### config.mk
export PLATFORM = sky130hd
export DESIGN_NAME = usart_mode_command_status
export DESIGN_NICKNAME = d
export VERILOG_FILES = /design/src/hdl/umcs_pkg.sv /design/src/hdl/umcs_expiry.sv /design/src/hdl/usart_mode_command_status.sv
export VERILOG_INCLUDE_DIRS = /design/src /design/src/hdl
export SDC_FILE = /design/constraint.sdc
export NUM_CORES = 1
export LEC_CHECK = 0
export BUFFER_PORTS_ARGS = -buffer_cell sky130_fd_sc_hd__buf_2
export CAP_MARGIN = 10
export CORE_UTILIZATION = 25
export DETAILED_ROUTE_END_ITERATION = 8
export PLACE_DENSITY = 0.43
export SLEW_MARGIN = 20
export SYNTH_ARGS = -nofsm -noshare
export SYNTH_HDL_FRONTEND = slang
export SYNTH_SLANG_ARGS = --single-unit
### constraint.sdc
create_clock -name clk -period 4.9 [get_ports clk]
set_clock_uncertainty 0.05 [all_clocks]
set_input_delay 0.245 -clock clk [delete_from_list [all_inputs] [get_ports clk]]
set_output_delay 0.245 -clock clk [all_outputs]
set_load 0.005 [all_outputs]
### src/hdl/assert_macros.svh
// Assertion macros used by the block's top-level RTL file.
`ifndef ASSERT_MACROS_SVH
`define ASSERT_MACROS_SVH

// Clocked property, off while reset is asserted.
`define ASSERT_CLK(label, clk, rst_n, prop, msg) \
	label: assert property (@(posedge clk) disable iff (!(rst_n)) (prop)) \
		else $error(msg);

// Clocked property that is also checked during reset.
`define ASSERT_ALWAYS(label, clk, prop, msg) \
	label: assert property (@(posedge clk) (prop)) else $error(msg);

`endif

### src/hdl/umcs_pkg.sv
// Types and constants of the USART mode, command and status block.
`timescale 1ns / 1ps

package umcs_pkg;

	localparam int NOW_W  = 63;
	localparam int BT_W   = 32;
	localparam int BYTE_W = 8;

	// base character length; length code adds to it
	localparam logic [3:0] CHAR_LEN_BASE = 4'd5;

	// access codes
	typedef enum logic [2:0] {
		MODE_CTRL_WR = 3'd0,
		MODE_STAT_RD = 3'd1,
		MODE_DATA_WR = 3'd2,
		MODE_DATA_RD = 3'd3,
		MODE_TICK    = 3'd4,
		MODE_PEEK    = 3'd5
	} mode_t;

	// command byte bits
	localparam int CMD_TXEN  = 0;
	localparam int CMD_DTR   = 1;
	localparam int CMD_RXEN  = 2;
	localparam int CMD_BRK   = 3;
	localparam int CMD_RTS   = 5;
	localparam int CMD_IRST  = 6;

	// reset values of the mode fields
	localparam logic [1:0] BAUD_RST = 2'd3;
	localparam logic [1:0] STOP_RST = 2'd1;
	localparam logic [1:0] LEN_RST  = 2'd3;
	localparam logic [1:0] BAUD_SYNC = 2'd0;

	typedef struct packed {
		logic [2:0]        mode;
		logic [BYTE_W-1:0] data_byte;
		logic [NOW_W-1:0]  now_time;
		logic              client_rx_ready;
		logic              client_tx_ready;
		logic              client_dsr;
		logic [BYTE_W-1:0] client_rx_byte;
	} in_t;

	typedef struct packed {
		logic [BYTE_W-1:0] read_data;
		logic              tx_valid;
		logic [BYTE_W-1:0] tx_byte;
		logic              rts_level;
		logic              dtr_level;
		logic              break_level;
		logic [3:0]        char_length;
		logic              parity_enable;
		logic              even_parity;
		logic [1:0]        stop_bits_code;
		logic [1:0]        baud_factor_code;
	} out_t;

endpackage

### src/hdl/umcs_expiry.sv
// Byte-time expiry compare: last transfer time plus byte time against now.
`timescale 1ns / 1ps

module umcs_expiry (
	input  logic [umcs_pkg::NOW_W-1:0] last_time,
	input  logic [umcs_pkg::BT_W-1:0]  byte_time,
	input  logic [umcs_pkg::NOW_W-1:0] now_time,
	output logic                       expired
);
	import umcs_pkg::*;

	logic [NOW_W:0] deadline;

	// one bit of headroom: the sum cannot wrap
	assign deadline = {1'b0, last_time} + {{(NOW_W + 1 - BT_W){1'b0}}, byte_time};
	assign expired  = deadline < {1'b0, now_time};

endmodule

### src/hdl/usart_mode_command_status.sv
// Top level of the USART mode, command and status register block.
`timescale 1ns / 1ps
`include "assert_macros.svh"

// Register model of an 8251-style USART. Each input word is one access
// (control write, status read, data write, data read, time tick or data
// peek) and gives exactly one output word, in order. The first control
// write after reset, or after an internal reset command, is the mode byte;
// later ones are commands. The byte time must be written on the cfg channel
// only while the block is idle; the block itself does not enforce this. It
// survives internal reset. Throughput is one word per clock while out_ready
// does not stall the output. An accepted word passes from the input register
// through the single decode stage, whose longest path is the 64-bit add and
// compare of the tick, to the output register. No clearing pass is needed after reset.

module usart_mode_command_status (
	input  logic                         clk,
	input  logic                         arst_n,
	input  logic                         in_valid,
	output logic                         in_ready,
	input  umcs_pkg::in_t                in_word,
	output logic                         out_valid,
	input  logic                         out_ready,
	output umcs_pkg::out_t               out_word,
	input  logic                         cfg_valid,
	output logic                         cfg_ready,
	input  logic [umcs_pkg::BT_W-1:0]    cfg_data
);
	import umcs_pkg::*;

	// input stage
	logic  in_valid_s1;
	in_t   in_word_s1;

	// output stage
	logic  out_valid_s2;
	out_t  out_word_s2;

	// configuration
	logic [BT_W-1:0] byte_time_q;

	// register state
	logic             awaiting_mode_q;
	logic [1:0]       baud_q, stop_q, len_q;
	logic             par_on_q, par_even_q;
	logic             txen_q, dtr_q, rxen_q, brk_q, rts_q;
	logic             txrdy_q, rxrdy_q, txempty_q;
	logic [NOW_W-1:0] last_tx_q, last_rx_q;

	// next state
	logic             awaiting_mode_d;
	logic [1:0]       baud_d, stop_d, len_d;
	logic             par_on_d, par_even_d;
	logic             txen_d, dtr_d, rxen_d, brk_d, rts_d;
	logic             txrdy_d, rxrdy_d, txempty_d;
	logic [NOW_W-1:0] last_tx_d, last_rx_d;
	out_t             out_d;

	logic advance;
	logic tx_expired, rx_expired;

	// s1 moves on whenever the output slot is free or being drained
	assign advance   = in_valid_s1 && (!out_valid_s2 || out_ready);
	assign in_ready  = !in_valid_s1 || advance;
	assign out_valid = out_valid_s2;
	assign out_word  = out_word_s2;
	assign cfg_ready = 1'b1;

	umcs_expiry u_tx_expiry (
		.last_time (last_tx_q),
		.byte_time (byte_time_q),
		.now_time  (in_word_s1.now_time),
		.expired   (tx_expired)
	);

	umcs_expiry u_rx_expiry (
		.last_time (last_rx_q),
		.byte_time (byte_time_q),
		.now_time  (in_word_s1.now_time),
		.expired   (rx_expired)
	);

	always_comb begin
		awaiting_mode_d = awaiting_mode_q;
		baud_d          = baud_q;
		stop_d          = stop_q;
		len_d           = len_q;
		par_on_d        = par_on_q;
		par_even_d      = par_even_q;
		txen_d          = txen_q;
		dtr_d           = dtr_q;
		rxen_d          = rxen_q;
		brk_d           = brk_q;
		rts_d           = rts_q;
		txrdy_d         = txrdy_q;
		rxrdy_d         = rxrdy_q;
		txempty_d       = txempty_q;
		last_tx_d       = last_tx_q;
		last_rx_d       = last_rx_q;
		out_d           = '0;

		unique case (in_word_s1.mode)
			MODE_CTRL_WR: begin
				if (awaiting_mode_q) begin
					// mode byte
					awaiting_mode_d = 1'b0;
					baud_d          = in_word_s1.data_byte[1:0];
					len_d           = in_word_s1.data_byte[3:2];
					par_on_d        = in_word_s1.data_byte[4];
					par_even_d      = in_word_s1.data_byte[5];
					// sync mode keeps the stop code
					if (in_word_s1.data_byte[1:0] != BAUD_SYNC) begin
						stop_d = in_word_s1.data_byte[7:6];
					end
				end else if (in_word_s1.data_byte[CMD_IRST]) begin
					// internal reset: everything but the byte time
					awaiting_mode_d = 1'b1;
					baud_d          = BAUD_RST;
					stop_d          = STOP_RST;
					len_d           = LEN_RST;
					par_on_d        = 1'b0;
					par_even_d      = 1'b1;
					txen_d          = 1'b0;
					dtr_d           = 1'b0;
					rxen_d          = 1'b0;
					brk_d           = 1'b0;
					rts_d           = 1'b0;
					txrdy_d         = 1'b0;
					rxrdy_d         = 1'b0;
					txempty_d       = 1'b0;
					last_tx_d       = '0;
					last_rx_d       = '0;
				end else begin
					// command byte; error reset bit has nothing to clear
					txen_d = in_word_s1.data_byte[CMD_TXEN];
					dtr_d  = in_word_s1.data_byte[CMD_DTR];
					rxen_d = in_word_s1.data_byte[CMD_RXEN];
					brk_d  = in_word_s1.data_byte[CMD_BRK];
					rts_d  = in_word_s1.data_byte[CMD_RTS];
				end
			end
			MODE_STAT_RD: begin
				// error and sync flags never set
				out_d.read_data = {in_word_s1.client_dsr, 4'b0000, txempty_q,
					rxrdy_q && in_word_s1.client_rx_ready,
					txrdy_q && in_word_s1.client_tx_ready};
			end
			MODE_DATA_WR: begin
				last_tx_d      = in_word_s1.now_time;
				txrdy_d        = 1'b0;
				txempty_d      = 1'b0;
				out_d.tx_valid = 1'b1;
				out_d.tx_byte  = in_word_s1.data_byte;
			end
			MODE_DATA_RD: begin
				last_rx_d       = in_word_s1.now_time;
				rxrdy_d         = 1'b0;
				out_d.read_data = in_word_s1.client_rx_byte;
			end
			MODE_TICK: begin
				if (txen_q && tx_expired) begin
					txrdy_d   = 1'b1;
					txempty_d = 1'b1;
				end
				if (rxen_q && rx_expired) begin
					rxrdy_d = 1'b1;
				end
			end
			MODE_PEEK: begin
				out_d.read_data = in_word_s1.client_rx_byte;
			end
			default: begin
			end
		endcase

		// status outputs reflect the state after this access
		out_d.rts_level        = rts_d;
		out_d.dtr_level        = dtr_d;
		out_d.break_level      = brk_d;
		out_d.char_length      = CHAR_LEN_BASE + {2'b00, len_d};
		out_d.parity_enable    = par_on_d;
		out_d.even_parity      = par_even_d;
		out_d.stop_bits_code   = stop_d;
		out_d.baud_factor_code = baud_d;
	end

	// handshake stages and configuration
	always_ff @(posedge clk or negedge arst_n) begin
		if (!arst_n) begin
			in_valid_s1  <= 1'b0;
			out_valid_s2 <= 1'b0;
			byte_time_q  <= '0;
		end else begin
			if (in_ready) begin
				in_valid_s1 <= in_valid;
			end
			if (advance) begin
				out_valid_s2 <= 1'b1;
			end else if (out_ready) begin
				out_valid_s2 <= 1'b0;
			end
			if (cfg_valid) begin
				byte_time_q <= cfg_data;
			end
		end
	end

	// payload registers
	always_ff @(posedge clk) begin
		if (in_valid && in_ready) begin
			in_word_s1 <= in_word;
		end
		if (advance) begin
			out_word_s2 <= out_d;
		end
	end

	// USART state
	always_ff @(posedge clk or negedge arst_n) begin
		if (!arst_n) begin
			awaiting_mode_q <= 1'b1;
			baud_q          <= BAUD_RST;
			stop_q          <= STOP_RST;
			len_q           <= LEN_RST;
			par_on_q        <= 1'b0;
			par_even_q      <= 1'b1;
			txen_q          <= 1'b0;
			dtr_q           <= 1'b0;
			rxen_q          <= 1'b0;
			brk_q           <= 1'b0;
			rts_q           <= 1'b0;
			txrdy_q         <= 1'b0;
			rxrdy_q         <= 1'b0;
			txempty_q       <= 1'b0;
			last_tx_q       <= '0;
			last_rx_q       <= '0;
		end else if (advance) begin
			awaiting_mode_q <= awaiting_mode_d;
			baud_q          <= baud_d;
			stop_q          <= stop_d;
			len_q           <= len_d;
			par_on_q        <= par_on_d;
			par_even_q      <= par_even_d;
			txen_q          <= txen_d;
			dtr_q           <= dtr_d;
			rxen_q          <= rxen_d;
			brk_q           <= brk_d;
			rts_q           <= rts_d;
			txrdy_q         <= txrdy_d;
			rxrdy_q         <= rxrdy_d;
			txempty_q       <= txempty_d;
			last_tx_q       <= last_tx_d;
			last_rx_q       <= last_rx_d;
		end
	end

	// TxRDY and TxEMPTY move together in this model
	`ASSERT_CLK(a_tx_flags_pair, clk, arst_n, txrdy_q == txempty_q, "TxRDY and TxEMPTY differ")

	// a word in s1 with a free output slot must reach the output
	`ASSERT_CLK(a_s1_drains, clk, arst_n, in_valid_s1 && !out_valid_s2 |=> out_valid_s2, "s1 word not moved to output")

	// a data write clears the transmit ready flags
	`ASSERT_CLK(a_wr_clears_tx, clk, arst_n, advance && in_word_s1.mode == MODE_DATA_WR |=> !txrdy_q && !txempty_q, "data write left TxRDY set")

	// an internal reset command returns to awaiting the mode byte
	`ASSERT_CLK(a_irst_mode, clk, arst_n, advance && in_word_s1.mode == MODE_CTRL_WR && !awaiting_mode_q && in_word_s1.data_byte[CMD_IRST] |=> awaiting_mode_q && !brk_q, "internal reset not taken")

endmodule
---- Yosys cells after proc, flatten, opt, wreduce, memory -nomap -nowiden ----
Index checks and enable logic that the tools add are counted.
storage, ports and cells
  bits of input ports ..................... 122
  output and inout bits ................... 33
  register bits ........................... 291
cells by class
  bitwise operators ....................... 1
  add/subtract/negate cells ............... 3
  equal/unequal tests ..................... 9
  reduce and logical (&&, ||, !) cells .... 24
  mux-type cells .......................... 43
  magnitude comparators ................... 2
operators with widths
  operator                                                          number
  63-bit one-hot mux with 2 select lines                            2
  63-bit by 32-bit adder with 64-bit output                         2
  64-bit by 63-bit < comparator with 1-bit output                   2
  63-bit two-way mux                                                2
  1-bit two-way mux                                                 25
  2-bit two-way mux                                                 10
  8-bit one-hot mux with 2 select lines                             1
  5-bit AND reduction                                               2
  9-bit two-way mux                                                 1
  2-bit inequality test (second input constant)                     4
  4-bit AND reduction                                               2
  2-bit nonzero test                                                4
  3-bit by 2-bit == test with 1-bit output (second input constant)  2
  3-bit == test (second input constant)                             2
  1-bit logical AND                                                 6
  1-bit one-hot mux with 3 select lines                             2
  3-bit nonzero test                                                2
  3-bit by 2-bit adder with 4-bit output (first input constant)     1
  3-bit by 1-bit == test with 1-bit output (second input constant)  1
  3-bit logical NOT                                                 1
  3-bit AND reduction                                               1
  1-bit logical NOT                                                 2
  1-bit logical OR                                                  2
  2-bit AND reduction                                               1
  2 further kinds                                                   2

---- Longest topological paths before layout ----
  depth after elaboration ................. 5
  mapped depth ............................ 23

---- By module ----
From an unflattened synthesis, not the netlist that was laid out.
second synthesis, totals
  cell total of the unflattened synthesis .. 1852
  area total of the unflattened synthesis .. 18635.4 um^2
by module, submodules not included
  module                     cells each  area each (um^2)  instances
  usart_mode_command_status  734         10610.2           1
  umcs_expiry (u_rx_expiry)  575         4222.8            1
  umcs_expiry (u_tx_expiry)  543         3802.4            1

---- Worst setup path after synthesis ----
OpenSTA, ideal clock, no wires.
  path kind ............................... register to register
  start ................................... register byte_time_q[15]
  end ..................................... register txempty_q
  path slack .............................. 0.531 ns
  buffers on the path ..................... 0
  stages on the path, launching flop included .. 21
  arrival ................................. 4.237 ns
  cell sequence ........................... dfrtp_1 -> ha_1 -> a21o_1 -> a21o_1 -> a2111oi_2 -> a31oi_1 -> a221oi_1 -> o22ai_1 -> a21boi_1 -> o21ai_0 -> xor2_1 -> ha_1 -> nand4_1 -> nor2_1 -> a2111oi_0 -> a2111oi_0 -> a211oi_1 -> o21ai_0 -> nor4_1 -> o21ai_0 -> a31oi_1
on the way
  word-level cells in the longest chain between the ends .. 5
RTL lines
  what                                             line                              text
  start: declaration                               usart_mode_command_status.sv:40   logic [BT_W-1:0] byte_time_q;
  start signal: assignment                         usart_mode_command_status.sv:203  byte_time_q <= cfg_data;
  63-bit by 32-bit adder with 64-bit output        umcs_expiry.sv:15                 assign deadline = {1'b0, last_time} + {{(NOW_W + 1 - BT_W){1'b0}}, byte_time};
  64-bit by 63-bit < comparator with 1-bit output  umcs_expiry.sv:16                 assign expired = deadline < {1'b0, now_time};
  1-bit logical AND                                usart_mode_command_status.sv:161  if (txen_q && tx_expired) begin
  2-bit inequality test (no source line)           -
  5-bit AND reduction (no source line)             -
  end signal: assignment                           usart_mode_command_status.sv:251  txempty_q <= txempty_d;
  end: declaration                                 usart_mode_command_status.sv:47   logic txrdy_q, rxrdy_q, txempty_q;
Every way passes these cells.
A chain may end at the register's enable or synchronous reset.

---- Worst setup path after layout ----
  start ................................... register byte_time_q[0]
  end ..................................... register rxrdy_q
on the way
  word-level cells in the longest chain between the ends .. 5
RTL lines
  what                                             line                              text
  63-bit by 32-bit adder with 64-bit output        umcs_expiry.sv:15
  64-bit by 63-bit < comparator with 1-bit output  umcs_expiry.sv:16
  1-bit logical AND                                usart_mode_command_status.sv:165  if (rxen_q && rx_expired) begin
  2-bit inequality test (no source line)           -
  5-bit AND reduction (no source line)             -
  end signal: assignment                           usart_mode_command_status.sv:250  rxrdy_q <= rxrdy_d;
  end: declaration                                 usart_mode_command_status.sv:47
Every way passes these cells.

==> results.py <==
metrics = {
    "outcome": {
        "status": "finished clean",
    },
    "timing": {
        "max_freq_ghz": 0.2144,
        "fin_crit_ps": 4664,
        "worst-slew-pin-transition_ps": 1085,
        "finalSetupViolCount": 0,
        "slew_violations": 0,
        "fin_tns_setup_ps": 0,
        "final_hold_viol_count": 0,
        "fin_crit_sh_pct": 95.18,
        "slew_headroom_pct": 27.68,
        "timing.final.ws_setup_ps": 236.2,
        "hold-worst-slack_ps": 182.4,
    },
    "global_routing": {
        "first_global_vias": 14420,
        "grt_pass1_wl_um": 84420,
        "grt_start_max_net_pins": 74,
        "antenna_found_initial": 0,
        "grt_overflow": 0,
        "grtUsageTotal_pct": 15.19,
    },
    "floorplan": {
        "io_pins": 155,
        "rows": 96,
        "die_w_um": 267.5,
        "start_util_pct": 25.47,
        "fp.dieArea_sq_mm": 0.07154,
        "core-area_sq_mm": 0.06919,
        "die_h_um": 267.5,
    },
    "worst_setup_path": {
        "path_class": "reg -> reg",
        "startpoint_type": "register",
        "worstSetupStartpoint": "byte_time_q[0]",
        "r2r-end": "rxrdy_q",
        "cp_num_buf_inv": 5,
        "crit_path_cell_trace": "ha_4, inv_1, fa_2, inv_1, a21o_1, a41oi_1, buf_4, a21oi_4, a31oi_2, buf_4, o21ai_1, a221o_1, or4_1, nand3_1, ha_1, a21o_1, a21oi_1, o21ai_0, a311oi_1, buf_4, o21ai_1, a21oi_1",
        "worst_r2r_path_depth": 22,
        "cp_top_family": "compound AO/OA/AOI/OAI gates",
        "worstPathArrival_ps": 5100,
        "cp_max_fo": 3,
        "r2r_slack_ps": 240,
        "cp.required_ps": 5340,
        "critPathSlowestCell": "dfrtp_1",
        "setup.worst_path.end_class": "register",
        "cpMostUsedCell": "buf_4",
        "timing.rr.start": "byte_time_q[0]",
        "slowest_delay_ps": 420,
    },
    "clock_tree": {
        "cts_made_buffers": 39,
        "cts_tree": "done",
        "clockBufferDepth": 3,
        "clkTransAtPathRegs_ps": 60,
        "h-tree-depth": 2,
        "cts_num_sinks": 291,
        "root_buffer": "clkbuf_16",
        "clk_latency_ps": 570,
    },
    "synth": {
        "synthFlopType": "dfrtp_1",
        "netlist_area_sq_mm": 0.01762,
        "avgSynthCellArea_sq_um": 10.84,
        "synth_cells": 1626,
        "synthesis.nets": 1939,
        "yosys_warnings": 0,
        "synth_top_area_share_pct": 24.00,
        "synth_top_area_cell": "dfrtp_1",
        "synthArstFlopShare_pct": 60.48,
        "synthDistinctLibCells": 76,
        "ys_ff_latch": 291,
        "yosysSeqAreaShare_pct": 44.65,
        "synth-edff-count": 115,
        "synth_area_leaders": "dfrtp_1 24%, edfxtp_1 20%, ha_1 13%",
    },
    "detailed_routing": {
        "viasPerCell": 4.734,
        "drt_pass1_iterations": 5,
        "wl_um": 53910,
        "drc": 0,
        "wl_per_cell_um": 18.33,
        "ant_nets": 0,
        "vias": 13920,
        "drtIter0Drc": 792,
    },
    "hold_path": {
        "min_path_type": "in -> async",
    },
    "pwr": {
        "p_per_area_mw_per_mm2": 433.8,
        "switchingPower_mw": 3.322,
        "intPower_mw": 6.626,
        "p_clk_share_pct": 32.1,
        "pwr-share-comb_pct": 34.6,
        "peakVddDrop_uv": 219.5,
        "p_leak_nw": 10.47,
        "sw_frac_of_total_pct": 33.39,
        "p_seq_share_pct": 33.3,
    },
    "placement": {
        "pre_cts_ws_ps": -162.0,
        "place.gp.congestion": 0.8574,
        "dp.final_hpwl_um": 39400,
        "dp_cells": 2742,
        "port-buffer-count": 153,
    },
    "final_layout": {
        "mostFrequentLayoutCells": "185 x ha_1, 169 x dfrtp_1, 152 x buf_2, 127 x a22o_1, 121 x dlygate4sd3_1",
        "final.fill_count": 7099,
        "fin_cells": 2941,
        "drive_above_1_share_pct": 20.60,
        "area_delta_synth_final_pct": 30.17,
        "layout_commonest_cell": "ha_1",
        "diodes": 0,
        "nNetsFinal": 2292,
        "fin_util_pct": 33.15,
    },
    "run": {
        "cap_viol_max_count": 0,
    },
}
==> power groups by stage <==
stage | clock network [mW] | registers, mW | logic [mW]
6_report | 3.19 | 3.31 | 3.44
3_3_place_gp | 0 | 3.35 | 3.26
2_1_floorplan | 0 | 3.22 | 2.25
3_5_place_dp | 0 | 3.35 | 3.28
5_1_grt | 3.39 | 3.37 | 3.86
4_1_cts | 3.31 | 3.31 | 3.40
==> sequential cells by signal (all words and copies together) (netlist names) <==
register and flops:
txen_q 1, par_on_q 1, awaiting_mode_q 1, dtr_q 1, len_q 2, last_tx_q 63, out_word 30, out_valid 1
in_word_s1 85, rts_q 1, rxen_q 1, in_valid_s1 1, baud_q 2, byte_time_q 32, brk_q 1, rxrdy_q 1
txempty_q 1, stop_q 2, par_even_q 1, last_rx_q 63
==> cell families after synthesis <==
| logic type | synth area share (%) |
|---|---|
| adder cells (fa/ha/maj) | 13.65 |
| AO/OA/AOI/OAI | 18.71 |
| XOR/XNOR | 6.015 |
| other | 0.02128 |
| multiplexers | 2.613 |
| flip-flops | 44.65 |
| AND/OR/NAND/NOR | 11.10 |
| buffers and inverters | 3.245 |
==> repair_timing <==
action / in CTS / in global routing
gates resized for setup: 6 / 43
hold buffers: 121 / 0
buffers inserted: 0 / 6
endpoints found under the setup margin: 2 / 2
pin swaps: 0 / 19
hold endpoints to repair: 183 / 0
==> metal layers <==
metal / GRT usage (%) / vias to the layer above / wire length, um
met1: 20.77 / 6859 / 25980
met3: 2.115 / 57 / 1583
li1: - / 6805 / -
met5: 0 / - / 0
met4: 3.490 / 0 / 972
met2: 25.23 / 201 / 25370
==> worst max path at each step <==
stage	cells past startpoint	to	slack, ps
after detailed placement	22	rxrdy_q	-160
final	22	rxrdy_q	240
after CTS	25	rxrdy_q	20
after floorplan	20	txempty_q	530
after global placement	25	rxrdy_q	-200
after global routing	21	txempty_q	-10
==> cells in the mapped netlist, drive strengths merged, types with 3 or more instances <==
cell type / instances
and4: 10
and2: 23
inv: 85
dfstp: 7
nand2: 91
buf: 12
or4: 3
mux2: 40
o21a: 8
and3: 27
o31ai: 4
nand2b: 19
o21ai: 69
nor2: 62
o211ai: 9
or3: 4
ha: 189
nor4: 7
nand3: 45
nand4: 42
o22a: 5
nor3: 15
edfxtp: 115
clkbuf: 48
xor2: 35
a31oi: 11
a221oi: 4
a21o: 65
a22o: 127
a211oi: 15
xnor2: 86
dfrtp: 169
o21bai: 8
a21oi: 99
nor2b: 19
a41o: 3
o41ai: 3
a2111oi: 5
==> area by class of cell <==
| type | instances | area (sq um) | area share (%) |
|---|---|---|---|
| multi-input combinational | 1189 | 9412 | 41.03 |
| timing repair buffer | 372 | 2741 | 11.95 |
| clock inverter | 23 | 385.4 | 1.680 |
| sequential | 291 | 7866 | 34.30 |
| inverter | 86 | 322.8 | 1.407 |
| tap | 931 | 1165 | 5.079 |
| clock buffer | 49 | 1044 | 4.550 |
==> through the flow <==
step	total power, mW	cell area, sq um
after detailed placement	6.633	20040
final	9.948	22940
after floorplan	5.473	17620
after global placement	6.610	20040
after global routing	10.63	22940
after CTS	10.01	22700
Power figures use the tool's default switching activity.
